===== config.mk =====
export PLATFORM = sky130hd
export DESIGN_NAME = block_bitmap_allocator_unit
export DESIGN_NICKNAME = d
export VERILOG_FILES = /design/src/rtl/bba_pkg.sv /design/src/rtl/block_bitmap_allocator_unit.sv /design/src/rtl/bba_ctrl.sv /design/src/rtl/bba_datapath.sv
export SDC_FILE = /design/constraint.sdc
export NUM_CORES = 2
export LEC_CHECK = 0
export BUFFER_PORTS_ARGS = -buffer_cell sky130_fd_sc_hd__buf_4
export CAP_MARGIN = 5
export CELL_PAD_IN_SITES_DETAIL_PLACEMENT = 1
export CELL_PAD_IN_SITES_GLOBAL_PLACEMENT = 2
export CORE_ASPECT_RATIO = 1.4
export CORE_MARGIN = 2
export CORE_UTILIZATION = 41
export DETAILED_ROUTE_END_ITERATION = 8
export PLACE_DENSITY = 0.66
export SETUP_SLACK_MARGIN = 0.15
export SKIP_LAST_GASP = 1
export SYNTH_ARGS = -nofsm -noshare
export SYNTH_HDL_FRONTEND = slang
export SYNTH_HIERARCHICAL = 1
export SYNTH_SLANG_ARGS = --single-unit

===== constraint.sdc =====
create_clock -name clk -period 12.46 [get_ports clk]
set_clock_uncertainty 0.05 [all_clocks]
set_input_delay 0 -clock clk [delete_from_list [all_inputs] [get_ports clk]]
set_output_delay 0 -clock clk [all_outputs]
set_load 0.02 [all_outputs]

===== src/rtl/bba_pkg.sv =====
// ----------------------------------------------------------------------------
// Block bitmap allocator package
// Sizes, mode codes and the command and status bundles that the controller
// and the datapath exchange.
// ----------------------------------------------------------------------------
package bba_pkg;

	// Map geometry.
	localparam int MAP_WORDS     = 128;
	localparam int WORD_BITS     = 32;
	localparam int TOTAL_ENTRIES = MAP_WORDS * WORD_BITS;
	localparam int ADDR_W        = (MAP_WORDS > 1) ? $clog2(MAP_WORDS) : 1;
	localparam int POS_W         = $clog2(WORD_BITS);

	// Field widths fixed by the interface.
	localparam int IDX_W = 12;
	localparam int RSV_W = 5;
	localparam int MODE_W = 2;

	// Request modes.
	localparam logic [MODE_W-1:0] MODE_ALLOC   = 2'd0;
	localparam logic [MODE_W-1:0] MODE_MARK    = 2'd1;
	localparam logic [MODE_W-1:0] MODE_RELEASE = 2'd2;

	// Result status codes.
	localparam logic STATUS_DONE = 1'b0;
	localparam logic STATUS_FULL = 1'b1;

	typedef logic [WORD_BITS-1:0] word_t;

	// Commands from the controller to the datapath.
	typedef struct packed {
		logic load;      // capture the request and read its first word
		logic rd_next;   // read the next map word of a scan
		logic wr_en;     // write back the updated word if needed
		logic res_load;  // capture the result of the request
		logic out_set;   // move the result into the output register
	} cmd_t;

	// Status from the datapath to the controller.
	typedef struct packed {
		logic is_alloc;
		logic found;
		logic last_word;
		logic out_busy;
	} stat_t;

endpackage


===== src/rtl/block_bitmap_allocator_unit.sv =====
// ----------------------------------------------------------------------------
// Block bitmap allocator
// Top level: joins the request sequencer and the usage map datapath.
// ----------------------------------------------------------------------------
// The block keeps a usage bitmap of 128 words of 32 bits and serves one
// request at a time. A mark or release request reads the word that holds
// its entry, then writes it back updated if the entry lies in the map.
// An allocate request reads one map word per cycle from the single read port
// of the map memory, starting at word 0, until it finds a free entry or has
// searched the last word; it writes the word back only when it found one.
// The result waits in an output register; a new request is accepted once
// the previous one has moved its result there, so a stalled result side
// adds its stall cycles to the request that follows. The map reads as all
// free right after reset, so no clearing pass is needed.
module block_bitmap_allocator_unit (
	input  logic                          clk,
	input  logic                          arst_n,
	input  logic                          in_valid,
	output logic                          in_ready,
	input  logic [bba_pkg::MODE_W-1:0]    mode,
	input  logic [bba_pkg::IDX_W-1:0]     entry_index,
	output logic                          out_valid,
	input  logic                          out_ready,
	output logic [bba_pkg::IDX_W-1:0]     result_index,
	output logic                          status,
	input  logic                          cfg_we,
	input  logic [bba_pkg::RSV_W-1:0]     cfg_wdata
);

	bba_pkg::cmd_t  cmd;
	bba_pkg::stat_t st;

	// Request sequencer.
	bba_ctrl u_ctrl (
		.clk      (clk),
		.arst_n   (arst_n),
		.in_valid (in_valid),
		.in_ready (in_ready),
		.st       (st),
		.cmd      (cmd)
	);

	// Map storage, search and result path.
	bba_datapath u_datapath (
		.clk          (clk),
		.arst_n       (arst_n),
		.cmd          (cmd),
		.st           (st),
		.mode         (mode),
		.entry_index  (entry_index),
		.cfg_we       (cfg_we),
		.cfg_wdata    (cfg_wdata),
		.out_valid    (out_valid),
		.out_ready    (out_ready),
		.result_index (result_index),
		.status       (status)
	);

endmodule


===== src/rtl/bba_ctrl.sv =====
// ----------------------------------------------------------------------------
// Block bitmap allocator controller
// Sequences one request at a time: capture, word scan or update, and
// hand-off to the output register.
// ----------------------------------------------------------------------------
module bba_ctrl (
	input  logic          clk,
	input  logic          arst_n,
	input  logic          in_valid,
	output logic          in_ready,
	input  bba_pkg::stat_t st,
	output bba_pkg::cmd_t  cmd
);

	typedef enum logic [1:0] {
		ST_IDLE,
		ST_EVAL,
		ST_DONE
	} state_t;

	state_t state_q;
	logic   finish;

	// A request ends when it is not an allocation, a free entry is found,
	// or the last word has been searched.
	assign finish   = !st.is_alloc || st.found || st.last_word;
	assign in_ready = (state_q == ST_IDLE);

	// Command decode.
	always_comb begin
		cmd = '0;
		case (state_q)
			ST_IDLE: begin
				cmd.load = in_valid;
			end
			ST_EVAL: begin
				cmd.wr_en    = finish;
				cmd.res_load = finish;
				cmd.rd_next  = !finish;
			end
			ST_DONE: begin
				cmd.out_set = !st.out_busy;
			end
			default: begin
				cmd = '0;
			end
		endcase
	end

	// State register.
	always_ff @(posedge clk or negedge arst_n) begin
		if (!arst_n) begin
			state_q <= ST_IDLE;
		end else begin
			case (state_q)
				ST_IDLE: begin
					if (in_valid) state_q <= ST_EVAL;
				end
				ST_EVAL: begin
					if (finish) state_q <= ST_DONE;
				end
				ST_DONE: begin
					if (!st.out_busy) state_q <= ST_IDLE;
				end
				default: begin
					state_q <= ST_IDLE;
				end
			endcase
		end
	end

`ifndef SYNTH
	// The map is written only while a request is being evaluated.
	a_wr_in_eval: assert property (@(posedge clk) disable iff (!arst_n)
		cmd.wr_en |-> state_q == ST_EVAL)
		else $error("map write outside evaluation");

	// An accepted request blocks the input on the next cycle.
	a_accept_blocks: assert property (@(posedge clk) disable iff (!arst_n)
		in_valid && in_ready |=> !in_ready)
		else $error("input still ready after accept");

	// A result is handed off only when the output register is free.
	a_out_free: assert property (@(posedge clk) disable iff (!arst_n)
		cmd.out_set |-> !st.out_busy)
		else $error("result overwrote a pending output");
`endif

endmodule


===== src/rtl/bba_datapath.sv =====
// ----------------------------------------------------------------------------
// Block bitmap allocator datapath
// Usage map memory with per-word valid bits, first-free priority encoder,
// word update logic, reserved count register and output register.
// ----------------------------------------------------------------------------
module bba_datapath (
	input  logic                          clk,
	input  logic                          arst_n,
	input  bba_pkg::cmd_t                 cmd,
	output bba_pkg::stat_t                st,
	input  logic [bba_pkg::MODE_W-1:0]    mode,
	input  logic [bba_pkg::IDX_W-1:0]     entry_index,
	input  logic                          cfg_we,
	input  logic [bba_pkg::RSV_W-1:0]     cfg_wdata,
	output logic                          out_valid,
	input  logic                          out_ready,
	output logic [bba_pkg::IDX_W-1:0]     result_index,
	output logic                          status
);

	// Usage map and the valid bit of each word (an invalid word reads as free).
	bba_pkg::word_t mem [bba_pkg::MAP_WORDS];
	logic [bba_pkg::MAP_WORDS-1:0] wvalid_q;

	logic [bba_pkg::RSV_W-1:0]  rsv_q;
	logic [bba_pkg::MODE_W-1:0] mode_q;
	logic [bba_pkg::IDX_W-1:0]  idx_q;
	logic [bba_pkg::ADDR_W-1:0] scan_w_s1;
	bba_pkg::word_t             rdata_s1;
	logic                       rvalid_s1;
	logic [bba_pkg::IDX_W-1:0]  res_idx_q;
	logic                       res_st_q;
	logic                       out_valid_q;
	logic [bba_pkg::IDX_W-1:0]  out_idx_q;
	logic                       out_st_q;

	logic [bba_pkg::ADDR_W-1:0] rd_addr;
	logic                       rd_en;
	bba_pkg::word_t             cur_word;
	logic [31:0]                base;
	logic                       found;
	logic [bba_pkg::POS_W-1:0]  hit_p;
	logic [bba_pkg::POS_W-1:0]  ent_p;
	bba_pkg::word_t             ent_bit;
	bba_pkg::word_t             hit_bit;
	bba_pkg::word_t             wdata;
	logic                       in_range;
	logic                       wr_do;
	logic                       is_alloc;
	logic [31:0]                alloc_e;

	// Configuration register.
	always_ff @(posedge clk or negedge arst_n) begin
		if (!arst_n) begin
			rsv_q <= '0;
		end else if (cfg_we) begin
			rsv_q <= cfg_wdata;
		end
	end

	// Read address: word 0 or the entry's word on a new request, else next word.
	always_comb begin
		rd_en = cmd.load || cmd.rd_next;
		if (cmd.load) begin
			if (mode == bba_pkg::MODE_ALLOC) begin
				rd_addr = '0;
			end else begin
				rd_addr = bba_pkg::ADDR_W'(entry_index / bba_pkg::WORD_BITS);
			end
		end else begin
			rd_addr = scan_w_s1 + bba_pkg::ADDR_W'(1);
		end
	end

	// Request capture.
	always_ff @(posedge clk) begin
		if (cmd.load) begin
			mode_q <= mode;
			idx_q  <= entry_index;
		end
	end

	// Map memory: one read and one write port, registered read data.
	always_ff @(posedge clk) begin
		if (rd_en) begin
			rdata_s1  <= mem[rd_addr];
			scan_w_s1 <= rd_addr;
		end
		if (wr_do) begin
			mem[scan_w_s1] <= wdata;
		end
	end

	// Word valid bits, cleared at reset so that the map starts free.
	always_ff @(posedge clk or negedge arst_n) begin
		if (!arst_n) begin
			wvalid_q  <= '0;
			rvalid_s1 <= 1'b0;
		end else begin
			if (rd_en) rvalid_s1 <= wvalid_q[rd_addr];
			if (wr_do) wvalid_q[scan_w_s1] <= 1'b1;
		end
	end

	assign cur_word = rvalid_s1 ? rdata_s1 : '0;
	assign is_alloc = (mode_q == bba_pkg::MODE_ALLOC);
	assign base     = 32'(scan_w_s1) * bba_pkg::WORD_BITS;

	// First free entry of the word, counted from the most significant bit,
	// skipping entries below the reserved count.
	always_comb begin
		found = 1'b0;
		hit_p = '0;
		for (int p = bba_pkg::WORD_BITS - 1; p >= 0; p--) begin
			if (!cur_word[bba_pkg::WORD_BITS-1-p] && (base + 32'(p) >= 32'(rsv_q))) begin
				found = 1'b1;
				hit_p = bba_pkg::POS_W'(p);
			end
		end
	end

	// Word update for allocate, mark and release.
	assign ent_p    = bba_pkg::POS_W'(idx_q % bba_pkg::WORD_BITS);
	assign ent_bit  = bba_pkg::word_t'(1) << (bba_pkg::POS_W'(bba_pkg::WORD_BITS - 1) - ent_p);
	assign hit_bit  = bba_pkg::word_t'(1) << (bba_pkg::POS_W'(bba_pkg::WORD_BITS - 1) - hit_p);
	assign in_range = (32'(idx_q) < bba_pkg::TOTAL_ENTRIES);
	assign alloc_e  = base + 32'(hit_p);

	always_comb begin
		case (mode_q)
			bba_pkg::MODE_ALLOC:   wdata = cur_word | hit_bit;
			bba_pkg::MODE_MARK:    wdata = cur_word | ent_bit;
			bba_pkg::MODE_RELEASE: wdata = cur_word & ~ent_bit;
			default:               wdata = cur_word;
		endcase
	end

	assign wr_do = cmd.wr_en && (is_alloc ? found :
		(in_range && (mode_q == bba_pkg::MODE_MARK || mode_q == bba_pkg::MODE_RELEASE)));

	// Result capture.
	always_ff @(posedge clk) begin
		if (cmd.res_load) begin
			if (!is_alloc) begin
				res_idx_q <= idx_q;
				res_st_q  <= bba_pkg::STATUS_DONE;
			end else if (found) begin
				res_idx_q <= alloc_e[bba_pkg::IDX_W-1:0];
				res_st_q  <= bba_pkg::STATUS_DONE;
			end else begin
				res_idx_q <= '0;
				res_st_q  <= bba_pkg::STATUS_FULL;
			end
		end
	end

	// Output register.
	always_ff @(posedge clk or negedge arst_n) begin
		if (!arst_n) begin
			out_valid_q <= 1'b0;
		end else if (cmd.out_set) begin
			out_valid_q <= 1'b1;
		end else if (out_ready) begin
			out_valid_q <= 1'b0;
		end
	end

	always_ff @(posedge clk) begin
		if (cmd.out_set) begin
			out_idx_q <= res_idx_q;
			out_st_q  <= res_st_q;
		end
	end

	assign out_valid    = out_valid_q;
	assign result_index = out_idx_q;
	assign status       = out_st_q;

	// Status to the controller.
	assign st.is_alloc  = is_alloc;
	assign st.found     = found;
	assign st.last_word = (scan_w_s1 == bba_pkg::ADDR_W'(bba_pkg::MAP_WORDS - 1));
	assign st.out_busy  = out_valid_q && !out_ready;

`ifndef SYNTH
	// A result appears only after a hand-off from the controller.
	a_out_rise: assert property (@(posedge clk) disable iff (!arst_n)
		$rose(out_valid_q) |-> $past(cmd.out_set))
		else $error("output valid without a result hand-off");

	// A scan never reads past the last map word.
	a_scan_bound: assert property (@(posedge clk) disable iff (!arst_n)
		cmd.rd_next |-> !st.last_word)
		else $error("scan ran past the end of the map");

	// An allocation writes the map only when a free entry was found.
	a_alloc_write: assert property (@(posedge clk) disable iff (!arst_n)
		wr_do && is_alloc |-> found)
		else $error("allocation wrote without a free entry");
`endif

endmodule

# Word-level counts from Yosys, hierarchy flattened

Memories as Yosys holds them, arrays and structs flattened. A register that Yosys moved wholly into a read port is not among the register bits.
Cells that the tools add are included.

Flip-flop bits (word level): 184
Memories: 1
Logic and storage cells: 265
Output and inout port bits: 15
Bits of input ports: 24
Memory bits (writable): 4096

Shift operators: 2
Eq/ne operators: 8
Magnitude comparators: 35
Muxes and demuxes: 87
Bitwise gates (word level): 5
Reductions and logical operators: 80
$add $sub $neg: 35

Memory list:

| memory         | words | width | rd ports | clocked after Yosys merged registers in | wr ports | line               | source |
|---|---|---|---|---|---|---|---|
| u_datapath.mem | 128   | 32    | 1        | 1                                       | 1        | bba_datapath.sv:22 | `bba_pkg::word_t mem [bba_pkg::MAP_WORDS];` |

Operators with widths:

| kind                                               | count |
|---|---|
| >= comparator 32 x 5 -> 1 bit                      | 31 |
| adder 12 x 5 -> 13 bit, second input constant      | 16 |
| 2-to-1 mux 5 bit                                   | 32 |
| bitwise OR 128 bit                                 | 1 |
| adder 12 x 4 -> 13 bit, second input constant      | 8 |
| case mux 32 bit (3 select lines)                   | 1 |
| bitwise OR 32 bit                                  | 2 |
| left shift 1 x 5 -> 32 bit, first input constant   | 2 |
| adder 12 x 3 -> 13 bit, second input constant      | 4 |
| 2-to-1 mux 1 bit                                   | 42 |
| zero test 1 bit                                    | 36 |
| logical AND 1 bit                                  | 35 |
| AND 32 bit                                         | 1 |
| 2-to-1 mux 32 bit                                  | 1 |
| NOT 32 bit                                         | 1 |
| adder 12 x 2 -> 13 bit, second input constant      | 2 |
| 2-to-1 mux 12 bit                                  | 2 |
| < comparator 7 x 8 -> 1 bit, second input constant | 2 |
| 2-to-1 mux 7 bit                                   | 2 |
| adder 12 x 1 -> 13 bit, second input constant      | 1 |
| adder 12 x 5 -> 12 bit                             | 1 |
| >= comparator 12 x 5 -> 1 bit                      | 1 |
| subtractor 5 bit, first input constant             | 2 |
| adder 7 x 1 -> 7 bit, second input constant        | 1 |
| other kinds (15)                                   | 25 |

# Depth between registers and ports, before layout

Word-level depth: 42
Gate-level depth with buffers: 20
Gate-level depth less buffers: 15

# By module

The synthesis kept the hierarchy.

By module, submodules not included:

| module       | cells each | area an instance (sq um) | seq. area each (sq um) | times used |
|---|---|---|---|---|
| bba_datapath | 8223       | 168382.7                 | 128748.5               | 1 |
| bba_ctrl     | 14         | 126.4                    | 50.0                   | 1 |

# Worst setup path after synthesis

No wires, ideal clock.

Path kind: register -> register
Start: register u_datapath/scan_w_s1[3] (netlist name)
End: memory u_datapath/mem[0][31] (netlist name), data pin
Required time: 11148 ps
Path buffers: 2
Setup time: 1262 ps
Data arrival time: 8131 ps
Clock period less this slack: 9443 ps
Path slack: 3017 ps
Stages on the path, launching flop included: 12
Cells stage by stage: edfxtp_1 -> buf_6 -> or4_4 -> buf_6 -> nor2_2 -> a32o_1 -> a21oi_1 -> a2111oi_4 -> nor2_1 -> a21oi_1 -> nand3b_1 -> a221oi_1

Cells in the longest elaborated chain, start to end: 39
Elaborated cells between the ends (all ways): 131
Those cells by class: add/sub (32); order compare (32); shift (1); mux (33); bitwise (1); reduce/logical (32)

RTL lines:

| item                               | line                | source |
|---|---|---|
| start: declaration                 | bba_datapath.sv:28  | `logic [bba_pkg::ADDR_W-1:0] scan_w_s1;` |
| start signal: assignment           | bba_datapath.sv:87  | `scan_w_s1 <= rd_addr;` |
| adder 12 x 5 -> 13 bit             | bba_datapath.sv:115 | `if (!cur_word[bba_pkg::WORD_BITS-1-p] && (base + 32'(p) >= 32'(rsv_q))) begin` |
| >= comparator 32 x 5 -> 1 bit      | bba_datapath.sv:115 |  |
| logical AND 1 bit                  | bba_datapath.sv:115 |  |
| 2-to-1 mux 5 bit (31 in a row)     | bba_datapath.sv:115 |  |
| 2-to-1 mux 5 bit *                 | bba_datapath.sv:115 |  |
| subtractor 5 bit *                 | bba_datapath.sv:125 | `assign hit_bit = bba_pkg::word_t'(1) << (bba_pkg::POS_W'(bba_pkg::WORD_BITS - 1) - hit_p);` |
| left shift 1 x 5 -> 32 bit *       | bba_datapath.sv:125 |  |
| bitwise OR 32 bit *                | bba_datapath.sv:131 | `bba_pkg::MODE_ALLOC: wdata = cur_word \| hit_bit;` |
| case mux 32 bit (3 select lines) * | bba_datapath.sv:130 | `case (mode_q)` |
| via u_datapath.wdata[31]           | bba_datapath.sv:46  | `bba_pkg::word_t wdata;` |
| end: declaration                   | bba_datapath.sv:22  |  |

The timed path passes the listed nets; every way through them passes the cells marked *.

==> metrics.yaml <==
placement:
  place_congestion: 0.884
  place_ws_ns: 5.40
  dp_hpwl_um: 312000
  io_buffers: 38
power_and_ir_drop:
  power_density_nw_per_um2: 217
  pwr-share-comb: 0.273
  switchingPower_w: 0.0138
  peakVddDrop_mv: 0.221
  p_seq_frac: 0.421
  p_leak_nw: 60.1
  clkPwrFrac: 0.306
  intPower_w: 0.0280
  p_sw_frac: 0.330
  power_w: 0.0418
timing:
  tns_ns: 0
  setup_viol: 0
  hold_viol: 0
  slew_violations: 0
  relSlewSlack: 0.0420
  rsz0062_at_grt: "no"
  fmax_mhz: 146
  setup_ws_ns: 5.63
  min_period_ns: 6.83
  worst_pin_slew_ns: 1.43
  finalCritPeriodShare: 0.548
routing:
  ant_nets: 0
  vias_per_cell: 6.06
  drtPass1Iterations: 6
  post_drt_wl_per_cell_um: 37.1
  drcViolationCount: 0
  drt_iter0_drc: 10500
  dr_total_vias: 86800
  wirelength_um: 531000
setup_path:
  crit_fanout: 55
  critPathKind: "reg2reg"
  worstPathRequired_ns: 13.11
  arrival_ns: 7.48
  endpoint_kind: "flop"
  cp-start-kind: "flop"
clocking:
  root_buffer: "clkbuf_16"
  h-tree-depth: 5
  clock-sinks: 4312
  clock_path_buffers: 4
  cts_hold_buf: 50
  cts_tree: "built"
  cts_buffers: 408
  post_cts_buffers: 0
  ctsResizeCount: 0
  cts.clk_slew.worst_paths_ns: 0.06
  clk_latency_ns: 1.03
layout:
  drive_gt1_frac: 0.268
  fin_util: 0.469
  nets: 8547
  final_common_cell: "edfxtp_1"
  syn2layout_area_growth_pct: 14.0
  final_cell_mix: "edfxtp_1 (4175), mux4_2 (1056), nand2_1 (640), clkbuf_16 (414), a211oi_1 (334)"
synth:
  netlist-cell-type-count: 92
  synth_nets: 8267
  async_flop_share: 0.0318
  yosys_warnings: 6
  synth_area_um2: 169000
  synth.ff_latch_count: 4312
  synth-edff-count: 4175
  dominantRegCellSynth: "edfxtp_1"
  synthCells: 8237
  ys_seq_area_frac: 0.764
  avgSynthCellArea_um2: 20.5
flow_run:
  maxCapViolations: 0
floorplanning:
  core.rowCount: 278
  num_io_pins: 39
  start_util: 0.412
  die_area_um2: 416000
  die_y_um: 763
  coreArea_um2: 409000
  chipWidth_um: 546
grt:
  grt_pass1_vias: 89700
  grt_pass1_wl_um: 740000
  grt_usage: 0.253
  antenna_found_initial: 27
  grt_max_degree: 132
  grt_overflow: 0
worst_hold_path:
  hold_path_class: "in2async"
status:
  run_status: "finished, final reports clean"
## final cells by class
type                    instances  area, um^2
well taps                    5460        6830
diodes                         13        32.5
inverters                      25         109
flip-flops and latches       4312      129000
repair buffers                396        3480
clock inverters               246        2680
clock buffers                 504       10900
fillers                     37000      217000
multi-input cells            3374       39300
## through the flow
| step | cells | hold slack, ns | cell area [um^2] |
|---|---|---|---|
| 2_1_floorplan | 8237 | -0.346 | 169000 |
| 3_3_place_gp | 13500 | 0.00709 | 178000 |
| 3_5_place_dp | 13500 | 0.0204 | 178000 |
| 4_1_cts | 14300 | 0.0809 | 192000 |
| 5_1_grt | 14300 | 0.168 | 192000 |
| 6_report | 14300 | 0.145 | 192000 |
## logic make-up (layout without fill, tap and decap cells)
group,after synthesis,count (layout),synth area share
flops,4312,4312,0.764
simple gates,1356,1356,0.0384
mux,1079,1079,0.143
compound gates,929,929,0.0406
buf+inv,551,1171,0.0135
fa+ha+maj,6,6,0.000445
xor+xnor,4,4,0.000208
other cells,0,13,0
## registers in the layout (all words and copies together), names as in the netlist
name / flops
u_datapath/idx_q: 12
u_ctrl/state_q: 2
u_datapath/mode_q: 2
u_datapath/scan_w_s1: 7
u_datapath/rvalid_s1: 1
u_datapath/result_index: 12
u_datapath/rsv_q: 5
u_datapath/out_valid: 1
u_datapath/res_idx_q: 12
u_datapath/rdata_s1: 32
u_datapath/wvalid_q: 128
u_datapath/mem: 4096
u_datapath/res_st_q: 1
u_datapath/status: 1
## final timing paths
| path | slack, ns | startpoint | to | cells past startpoint |
|---|---|---|---|---|
| max in group asynchronous | 11.36 | arst_n | u_datapath/wvalid_q[48]$_DFFE_PN0P_ | 4 |
| min | 0.14 | arst_n | u_datapath/out_valid$_DFFE_PN0P_ | 4 |
| max reg2reg | 5.63 | u_ctrl/state_q[0]$_DFFE_PN0P_ | u_datapath/rdata_s1[20]$_DFFE_PP_ | 14 |
| max | 5.63 | u_ctrl/state_q[0]$_DFFE_PN0P_ | u_datapath/rdata_s1[20]$_DFFE_PP_ | 14 |
| min reg2reg | 0.37 | u_datapath/res_idx_q[11]$_DFFE_PP_ | u_datapath/result_index[11]$_DFFE_PP_ | 0 |
| min in group clk | 0.22 | entry_index[4] | u_datapath/idx_q[4]$_DFFE_PP_ | 3 |
## cell usage after synthesis, types with 38 or more instances
cell type     n  share of area
a31oi_1     147         0.0055
mux4_2     1056           0.14
a21oi_1      50         0.0015
buf_2       103         0.0031
edfxtp_1   4175           0.74
nand3_1      42         0.0012
nor2_1      181         0.0040
and2_1      264         0.0098
or2_2        85         0.0032
a311oi_1    131         0.0068
o21ai_0      51         0.0015
buf_1        62         0.0014
nand2_1     640          0.014
clkbuf_1    350         0.0078
a211oi_1    396          0.018
dfrtp_1     137          0.020
nor4_1       38         0.0014
## critical path: stages, from the launching register on
cell and delay (ns):
dfrtp_1 0.44, nor3b_2 0.26, buf_4 0.41, a31oi_4 0.15, buf_4 0.37, inv_8 0.69, buf_4 0.65, buf_4 0.75
mux4_2 0.59, and2_1 0.17, a211oi_1 0.27, a311oi_1 0.09, buf_4 0.22, a211oi_1 0.94, nor4_1 0.19
## power groups by stage
stage	combinational [W]	clock [W]	sequential (W)
floorplan	0.00596	0	0.0181
global placement	0.0112	0	0.0179
detailed placement	0.0114	0	0.0179
CTS	0.0115	0.0130	0.0176
global route	0.0118	0.0135	0.0176
finish	0.0114	0.0128	0.0176
## layer usage
metal / global-route usage / vias to the layer above / share of wire
met3: 0.0298 / 710 / 0.058
li1: - / 34800 / -
met5: 0 / - / 0.00011
met2: 0.424 / 3265 / 0.50
met1: 0.337 / 48100 / 0.40
met4: 0.105 / 8 / 0.048
Note: power is estimated with default switching activity, not from simulation.
